--- src/sv/swp_pkg.sv ---
// Shared types for the smoothstep weight product unit.
`default_nettype none
package swp_pkg;

	typedef enum logic [2:0] {
		S_IDLE,
		S_PREP,
		S_DIV,
		S_MUL1,
		S_MUL2,
		S_MUL3,
		S_UPD,
		S_DONE
	} state_t;

endpackage
`default_nettype wire

--- src/sv/smoothstep_weight_product_unit.sv ---
// Running product of smoothstep weights over a run of weight sets.
//
// Input stream (s_axis): one weight set per beat, packed as min, mid, max and
// input value, lowest bits first; s_axis_tlast marks the final set of a run.
// Output stream (m_axis): one beat per run, sent after the set with tlast,
// holding the Q1.(PRODUCT_FRAC_BITS) product and the rejected flag.
// Sets are accepted one at a time, only while the unit is idle. When a
// set's factor has to be computed, it goes through a restoring divider
// that makes one quotient bit per cycle, then three passes through one
// shared multiplier. A set whose input equals mid, lies outside min..max,
// or follows a rejection skips the divider and the multiplier.
// The result sits in an output register, so the next run is taken in while
// the receiver stalls; only the next last set waits for that register to
// empty. Reset empties the output register and returns the product to 1.0
// with the rejected flag clear.
`default_nettype none
module smoothstep_weight_product_unit #(
	parameter int WEIGHT_WIDTH      = 16,
	parameter int PRODUCT_FRAC_BITS = 16
) (
	input  wire logic clk,
	input  wire logic arst_n,
	input  wire logic s_axis_tvalid,
	output logic      s_axis_tready,
	// min_weight, mid_weight, max_weight, in_weight (lowest bit up), zero pad
	input  wire logic [((4 * WEIGHT_WIDTH + 7) / 8) * 8 - 1:0] s_axis_tdata,
	input  wire logic s_axis_tlast,
	output logic      m_axis_tvalid,
	input  wire logic m_axis_tready,
	// product_weight, rejected (lowest bit up), zero pad
	output logic [((PRODUCT_FRAC_BITS + 2 + 7) / 8) * 8 - 1:0] m_axis_tdata
);

	localparam int W     = WEIGHT_WIDTH;
	localparam int F     = PRODUCT_FRAC_BITS;
	localparam int MW    = F + 2;
	localparam int CW    = $clog2(F + 1);
	localparam int OW    = ((F + 2 + 7) / 8) * 8;
	localparam logic [F:0]    ONE_Q   = (F + 1)'(1) << F;
	localparam logic [MW-1:0] THREE_Q = MW'(3) << F;

	swp_pkg::state_t state_q, state_d;

	logic signed [W-1:0] lo_q, mid_q, hi_q, val_q;
	logic                last_q;
	logic [W-1:0]        den_q;
	logic [W:0]          rem_q;
	logic [F-1:0]        x_q;
	logic [CW-1:0]       cnt_q;
	logic [2*MW-1:0]     mul_q;
	logic [F:0]          rp_q;
	logic                zeroed_q;
	logic                out_valid_q;
	logic [F:0]          out_prod_q;
	logic                out_rej_q;

	// prep-stage decode
	logic                in_range, at_mid, below, go_div;
	logic signed [W:0]   num_diff, den_diff;
	// divider step
	logic [W:0]          rem_sh;
	logic                rem_ge;
	// shared multiplier
	logic [MW-1:0]       mul_a, mul_b;
	logic                out_free, out_load;

	always_comb begin
		in_range = (val_q >= lo_q) && (val_q <= hi_q);
		at_mid   = (val_q == mid_q);
		below    = (val_q < mid_q);
		// edge is min below mid, max above it; both differences are non-negative for an input in range
		num_diff = below ? ((W + 1)'(val_q) - (W + 1)'(lo_q))
		                 : ((W + 1)'(hi_q) - (W + 1)'(val_q));
		den_diff = below ? ((W + 1)'(mid_q) - (W + 1)'(lo_q))
		                 : ((W + 1)'(hi_q) - (W + 1)'(mid_q));
		go_div   = !zeroed_q && in_range && !at_mid;
		rem_sh   = {rem_q[W-1:0], 1'b0};
		rem_ge   = rem_sh >= {1'b0, den_q};
		out_free = !out_valid_q || m_axis_tready;
	end

	// next state
	always_comb begin
		state_d = state_q;
		unique case (state_q)
			swp_pkg::S_IDLE: if (s_axis_tvalid) state_d = swp_pkg::S_PREP;
			swp_pkg::S_PREP: state_d = go_div ? swp_pkg::S_DIV : swp_pkg::S_DONE;
			swp_pkg::S_DIV:  if (cnt_q == CW'(1)) state_d = swp_pkg::S_MUL1;
			swp_pkg::S_MUL1: state_d = swp_pkg::S_MUL2;
			swp_pkg::S_MUL2: state_d = swp_pkg::S_MUL3;
			swp_pkg::S_MUL3: state_d = swp_pkg::S_UPD;
			swp_pkg::S_UPD:  state_d = swp_pkg::S_DONE;
			swp_pkg::S_DONE: if (!last_q || out_free) state_d = swp_pkg::S_IDLE;
			default:         state_d = swp_pkg::S_IDLE;
		endcase
	end

	// outputs and multiplier operand select
	always_comb begin
		s_axis_tready = 1'b0;
		out_load      = 1'b0;
		mul_a         = '0;
		mul_b         = '0;
		unique case (state_q)
			swp_pkg::S_IDLE: s_axis_tready = 1'b1;
			swp_pkg::S_MUL1: begin
				mul_a = MW'(x_q);
				mul_b = MW'(x_q);
			end
			swp_pkg::S_MUL2: begin
				// x2 times (3 - 2x)
				mul_a = MW'(mul_q[2*F-1:F]);
				mul_b = THREE_Q - {1'b0, x_q, 1'b0};
			end
			swp_pkg::S_MUL3: begin
				mul_a = MW'(rp_q);
				mul_b = MW'(mul_q[2*F-1:F]);
			end
			swp_pkg::S_DONE: out_load = last_q && out_free;
			default: ;
		endcase
	end

	always_ff @(posedge clk or negedge arst_n) begin
		if (!arst_n) begin
			state_q     <= swp_pkg::S_IDLE;
			rp_q        <= ONE_Q;
			zeroed_q    <= 1'b0;
			out_valid_q <= 1'b0;
			cnt_q       <= '0;
		end else begin
			state_q <= state_d;
			if (state_q == swp_pkg::S_PREP) begin
				cnt_q <= CW'(F);
				if (!zeroed_q && !in_range) begin
					rp_q     <= '0;
					zeroed_q <= 1'b1;
				end
			end
			if (state_q == swp_pkg::S_DIV)
				cnt_q <= cnt_q - CW'(1);
			if (state_q == swp_pkg::S_UPD)
				rp_q <= mul_q[2*F:F];
			if (out_load) begin
				out_valid_q <= 1'b1;
				rp_q        <= ONE_Q;
				zeroed_q    <= 1'b0;
			end else if (m_axis_tready) begin
				out_valid_q <= 1'b0;
			end
		end
	end

	always_ff @(posedge clk) begin
		if (s_axis_tvalid && s_axis_tready) begin
			lo_q   <= s_axis_tdata[W-1:0];
			mid_q  <= s_axis_tdata[2*W-1:W];
			hi_q   <= s_axis_tdata[3*W-1:2*W];
			val_q  <= s_axis_tdata[4*W-1:3*W];
			last_q <= s_axis_tlast;
		end
		if (state_q == swp_pkg::S_PREP) begin
			rem_q <= {1'b0, num_diff[W-1:0]};
			den_q <= den_diff[W-1:0];
		end
		if (state_q == swp_pkg::S_DIV) begin
			rem_q <= rem_ge ? (rem_sh - {1'b0, den_q}) : rem_sh;
			x_q   <= {x_q[F-2:0], rem_ge};
		end
		if (state_q == swp_pkg::S_MUL1 || state_q == swp_pkg::S_MUL2 ||
		    state_q == swp_pkg::S_MUL3)
			mul_q <= mul_a * mul_b;
		if (out_load) begin
			out_prod_q <= rp_q;
			out_rej_q  <= zeroed_q;
		end
	end

	assign m_axis_tvalid = out_valid_q;
	assign m_axis_tdata  = OW'({out_rej_q, out_prod_q});

	a_zeroed_product: assert property (@(posedge clk) disable iff (!arst_n)
		zeroed_q |-> rp_q == '0)
		else $error("rejected run holds a nonzero product");

	a_product_range: assert property (@(posedge clk) disable iff (!arst_n)
		rp_q <= ONE_Q)
		else $error("running product above 1.0");

	a_rejected_zero: assert property (@(posedge clk) disable iff (!arst_n)
		(out_valid_q && out_rej_q) |-> out_prod_q == '0)
		else $error("rejected result with nonzero product");

	a_div_rem: assert property (@(posedge clk) disable iff (!arst_n)
		(state_q == swp_pkg::S_DIV) |-> rem_q < {1'b0, den_q})
		else $error("divider remainder not below divisor");

	a_fresh_run: assert property (@(posedge clk) disable iff (!arst_n)
		out_load |=> (rp_q == ONE_Q && !zeroed_q))
		else $error("run state not restored after result");

endmodule
`default_nettype wire
--- config.mk ---
export PLATFORM = sky130hd
export DESIGN_NAME = smoothstep_weight_product_unit
export DESIGN_NICKNAME = d
export VERILOG_FILES = /design/src/sv/swp_pkg.sv /design/src/sv/smoothstep_weight_product_unit.sv
export SDC_FILE = /design/constraint.sdc
export NUM_CORES = 1
export LEC_CHECK = 0
export BUFFER_PORTS_ARGS = -buffer_cell sky130_fd_sc_hd__buf_2
export CORE_ASPECT_RATIO = 1.1
export CORE_MARGIN = 1
export CORE_UTILIZATION = 64
export DETAILED_ROUTE_END_ITERATION = 7
export GPL_TIMING_DRIVEN = 1
export PLACE_DENSITY = 0.93
export SLEW_MARGIN = 40
export SYNTH_ARGS = -nofsm -noshare
export SYNTH_HDL_FRONTEND = slang
export SYNTH_SLANG_ARGS = --single-unit
--- constraint.sdc ---
create_clock -name clk -period 10.5 [get_ports clk]
set_input_delay 0.525 -clock clk [delete_from_list [all_inputs] [get_ports clk]]
set_output_delay 0.525 -clock clk [all_outputs]
set_load 0.005 [all_outputs]
# Word-level counts from Yosys, hierarchy flattened
# Cells that the tools add are included.
[totals]
word_cells = 90
reg_bits = 191
output_inout_bits = 26
input_bits = 69
[op_classes]
addsub = 7
n_eq_ne = 12
order_cmp = 4
reduce_logical = 25
mul = 1
muxes = 25
[op_table]
columns = ["cell", "n"]
rows = [
  ["16-bit two-way mux", 5],
  ["16-bit subtractor", 5],
  ["17-bit two-way mux", 4],
  ["18-bit one-hot mux with 3 select lines", 1],
  ["17-bit one-hot mux with 3 select lines", 1],
  ["17-bit by 18-bit multiplier with 33-bit output", 1],
  ["3-bit one-hot mux with 8 select lines", 1],
  ["18-bit by 17-bit subtractor with 18-bit output, first input constant", 1],
  ["17-bit by 16-bit greater-or-equal comparator with 1-bit output", 1],
  ["16-bit == test", 1],
  ["16-bit greater-or-equal comparator", 1],
  ["16-bit <= comparator", 1],
  ["16-bit less-than comparator", 1],
  ["3-bit == test, second input constant", 4],
  ["3-bit two-way mux", 4],
  ["5-bit two-way mux", 2],
  ["2-bit nonzero test", 4],
  ["1-bit two-way mux", 7],
  ["3-bit by 2-bit == test with 1-bit output, second input constant", 2],
  ["1-bit logical AND", 6],
  ["2-bit != test, second input constant", 3],
  ["3-bit nonzero test", 2],
  ["5-bit by 1-bit == test with 1-bit output, second input constant", 1],
  ["1-bit zero test", 5],
  ["6 further kinds", 10],
]

# Depth between registers and ports, before layout
[depth]
depth_word = 8
ltp_mapped = 33
mapped_depth_nobuf = 32

# Worst setup path after synthesis
# OpenSTA, ideal clock, no wires.
[synth_path]
path_type = "register -> register"
from = "reg x_q[4]"
to = "reg mul_q[32] (data pin)"
required_time_ns = 10.241
path_buffers = 0
setup_ns = 0.259
arrival_ns = 7.174
synth_period_minus_slack_ns = 7.433
path_stages_with_launch = 30
setup_slack_ns = 3.067
cell_sequence = "edfxtp_1 > nor4_2 > nand2_1 > nor4_2 > nand2_1 > nor2_1 > xor2_1 > o21ai_0 > a21boi_1 > nor2_1 > fa_1 > inv_1 > fa_1 > fa_1 > inv_1 > fa_1 > fa_1 > inv_1 > fa_1 > inv_1 > ha_1 > a21o_1 > a21o_1 > a21o_1 > a32oi_1 > a31oi_2 > a221o_1 > a21oi_1 > o21bai_1 > xnor2_1"
[synth_between]
elab_chain_len = 3
elab_cells_between_ends = 4
cone_classes = "add/sub (1); mul (1); mux (2)"
[synth_lines]
columns = ["element", "line", "source"]
rows = [
  ["start, declared", "smoothstep_weight_product_unit.sv:48", "logic [F-1:0] x_q;"],
  ["start signal, assigned", "smoothstep_weight_product_unit.sv:168", "x_q <= {x_q[F-2:0], rem_ge};"],
  ["18-bit by 17-bit subtractor with 18-bit output", "smoothstep_weight_product_unit.sv:113", "mul_b = THREE_Q - {1'b0, x_q, 1'b0};"],
  ["18-bit one-hot mux with 3 select lines", "smoothstep_weight_product_unit.sv:104", "unique case (state_q)"],
  ["17-bit by 18-bit multiplier with 33-bit output *", "smoothstep_weight_product_unit.sv:172", "mul_q <= mul_a * mul_b;"],
  ["end signal, assigned", "smoothstep_weight_product_unit.sv:172", ""],
  ["end, declared", "smoothstep_weight_product_unit.sv:50", "logic [2*MW-1:0] mul_q;"],
]
# Mark *: on every way between the ends. The rest lies on a longest branch, timed or not.
# A chain may end at the register's enable or synchronous reset.

# Worst setup path after layout
# Same ends and word-level chain as after synthesis.

==> flow_summary_export.csv <==
group,metric,value,unit
global_routing,grt_pass1_vias,16970,
power,p_total,5.557,mW
cells_and_area,postLayoutCellArea,21820,um2
critical_path,start_kind,"flop",
drt,dr.max_layer_used,"met5",
critical_path,crit_fanout,10,
global_routing,gr-total-overflow,0,
clocking,cts_tree,"yes",
sta,period_minus_slack,8370,ps
critical_path,path_common_cell,"fa_1",
die,die_x,171.9,um
cells_and_area,drive_gt1_share,8.415,%
die,core,31310,um2
place,dp.cells,2634,
clocking,clock_latency,440,ps
power,leakagePower,10.26,nW
drt,routedWlPerCell,22.05,um
cells_and_area,fin_cells,2666,
clocking,cts_resized,0,
power,vdd_ir_drop_max,0.1795,mV
sta,setup-violations-final,0,
logic_synthesis,ys_top_cells_by_area,"fa_1 24%, edfxtp_1 22%, ha_1 12%",
logic_synthesis,synth_fa_ha_area_share,35.63,%
sta,max_freq,119.5,MHz
clocking,ctsHtreeMaxLevel,4,
sta,fin_ws,2130,ps
drt,vias,16520,
global_routing,antenna_found_initial,2,
drt,drtIter0Drc,1799,
sta,fin_setup_tns,0,ps
drt,dr.pass1.iters,7,
cells_and_area,finalNetCount,2736,
cells_and_area,fillerInstances,2337,
place,io_buffers,88,
place,gp_congestion,0.9703,
critical_path,r2r_cells,29,
sta,rsz0062_at_grt,"false",
job,max-cap-violations,0,
critical_path,crit_start,"x_q[4]",
logic_synthesis,yosysWarnings,0,
global_routing,grt_pass1_wl,91830,um
drt,wl_met1,22940,um
logic_synthesis,synth_top_area_share,23.74,%
drt,via_per_inst,6.196,
clocking,ctsRootBufferMaster,"clkbuf_16",
sta,finalHoldViolCount,0,
worst_hold_path,hold_path_class,"in -> async",
die,start_util,64.90,%
logic_synthesis,synth_xor_area_share,4.052,%
logic_synthesis,async_reset_ff_share,15.43,%
clocking,cts.clk_slew.worst_paths,80,ps
die,die_h,188.9,um
critical_path,cp-endpoint,"mul_q[32]",
logic_synthesis,netlist_area,20320,um2
cells_and_area,final_common_cell,"inv_1",
global_routing,grt_max_degree,56,
drt,ant_nets,0,
critical_path,critPathArrivalTime,8570,ps
sta,slew_headroom,43.19,%
logic_synthesis,synth_compound_area_share,11.08,%
run_status,status,"complete, no violations",
critical_path,slowest_delay,560,ps
die,io_pins,95,
clocking,clock_path_buffers,2,
clocking,cts_inserted_buffers,17,
critical_path,r2r-end,"mul_q[32]",
power,power.density,254.7,nW/um2
logic_synthesis,synth_top_area_cell,"fa_1",
logic_synthesis,synth.distinct_cells,80,
sta,fin_worst_skew,12.78,ps
drt,drc_errors,0,
logic_synthesis,yosysSeqAreaShare,25.20,%
drt,route.met2.wl,26290,um
global_routing,grt_usage,37.95,%
critical_path,r2r-start,"x_q[4]",
clocking,cts_hold_buf,0,
logic_synthesis,synth_top_family_by_area,"adder cells",
clocking,cts_sinks,175,
logic_synthesis,synth_edf_count,148,
die,rows,68,
sta,maxSlewViolCount,0,
place,preCtsSetupSlack,2253,ps
drt,wl_met3,6704,um
die,die-area,32470,um2
logic_synthesis,synth-seq-cells,175,
clocking,postCtsSetupBuffers,0,
drt,routed_wl,58790,um
logic_synthesis,synth_area_per_cell,9.381,um2
critical_path,critPathSlowestCell,"fa_1",
sta,tightest_slew,846.4,ps
place,postPlaceCellArea,21220,um2
critical_path,crit_type,"reg -> reg",
critical_path,rrSetupSlack,2130,ps
logic_synthesis,synth_ff_type,"edfxtp_1",
sta,timing.final.crit_share,79.71,%
cells_and_area,final_cell_mix,"387 x inv_1, 246 x nor2_1, 241 x fa_1",
critical_path,required,10700,ps
critical_path,endpoint_kind,"flop",
logic_synthesis,synthMuxAreaShare,1.730,%
logic_synthesis,netlist_instances,2166,
place,dp_hpwl,45750,um
cells_and_area,area_delta_synth_final,7.371,%
cells_and_area,antenna_cells,0,
logic_synthesis,synth-simple-area-share,13.53,%
-- through the flow --
| step | util, % | hold slack, ps |
|---|---|---|
| floorplan | - | 229.4 |
| finish | 69.68 | 151.8 |
| detailed placement | 67.77 | 478.4 |
| CTS | 69.66 | 147.2 |
| global route | 69.68 | 185.5 |
| global placement | 67.70 | 459.0 |
-- worst max-delay path, delay by kind of cell, from the launching register on --
kind,cells,cell delay [ps]
flip-flops,1,480
AND/OR/NAND/NOR,7,1780
AO/OA/AOI/OAI,9,2120
XOR/XNOR,2,230
adder cells (fa/ha/maj),7,3320
buffers and inverters,4,210
-- how the worst min path moves through the flow --
stage,slack [ps],startpoint,to,cells after the start
finish,150,arst_n,rp_q[11],1
global placement,460,rp_q[6],out_prod_q[6],0
CTS,150,arst_n,rp_q[11],1
floorplan,230,arst_n,cnt_q[0],0
detailed placement,480,rp_q[6],out_prod_q[6],0
global route,190,arst_n,rp_q[11],1
-- cells by family after synthesis --
family	Yosys count
muxes	35
other	1
AOI/OAI and AO/OA	335
DFF	175
buffers and inverters	460
adders and majority gates	434
and+or+nand+nor	632
xor gates and xnor gates	94
-- cell usage after synthesis (all sizes together), types with 4 or more instances --
library cell and count:
a211oi 16, a21boi 6, a21o 28, a21oi 82, a22o 22, a311oi 4
a31o 4, a31oi 8, and2 14, and3 11, and4 4, buf 19
clkbuf 52, dfrtp 26, edfxtp 148, fa 241, ha 193, inv 389
mux2i 34, nand2 235, nand2b 17, nand3 16, nand4 10, nor2 246
nor2b 18, nor3 32, nor4 5, o21a 32, o21ai 82, o21bai 6
o31ai 4, o41ai 6, or2 4, or3 10, xnor2 55, xor2 39
-- registers in the layout (all words and copies together), names as in the netlist --
| signal | flops |
|---|---|
| zeroed_q | 1 |
| mul_q | 17 |
| m_axis_tvalid | 1 |
| rp_q | 17 |
| hi_q | 16 |
| last_q | 1 |
| val_q | 16 |
| state_q | 3 |
| den_q | 16 |
| mid_q | 16 |
| x_q | 16 |
| out_prod_q | 17 |
| lo_q | 16 |
| out_rej_q | 1 |
| rem_q | 16 |
| cnt_q | 5 |
-- metal layers --
layer | vias up | global-route usage [%]
li1 | 7181 | -
met4 | 2 | 16.88
met1 | 8073 | 52.14
met5 | - | 0
met2 | 1058 | 57.79
met3 | 205 | 8.361
-- power breakdown --
group	total, mW	internal, mW	switching (mW)
registers	1.20	1.03	0.174
logic	3.72	1.29	2.43
clock network	0.637	0.321	0.317
-- final cells by class --
cell class	instances	area, um2	area share, %
Clock buffer	17	425.4	1.950
Inverter	389	1460	6.693
Multi-Input combinational cell	1536	13480	61.80
Clock inverter	15	165.2	0.7570
Tap cell	420	525.5	2.409
Sequential cell	175	5122	23.48
Timing Repair Buffer	114	635.6	2.913
(Power assumes the default switching activity.)
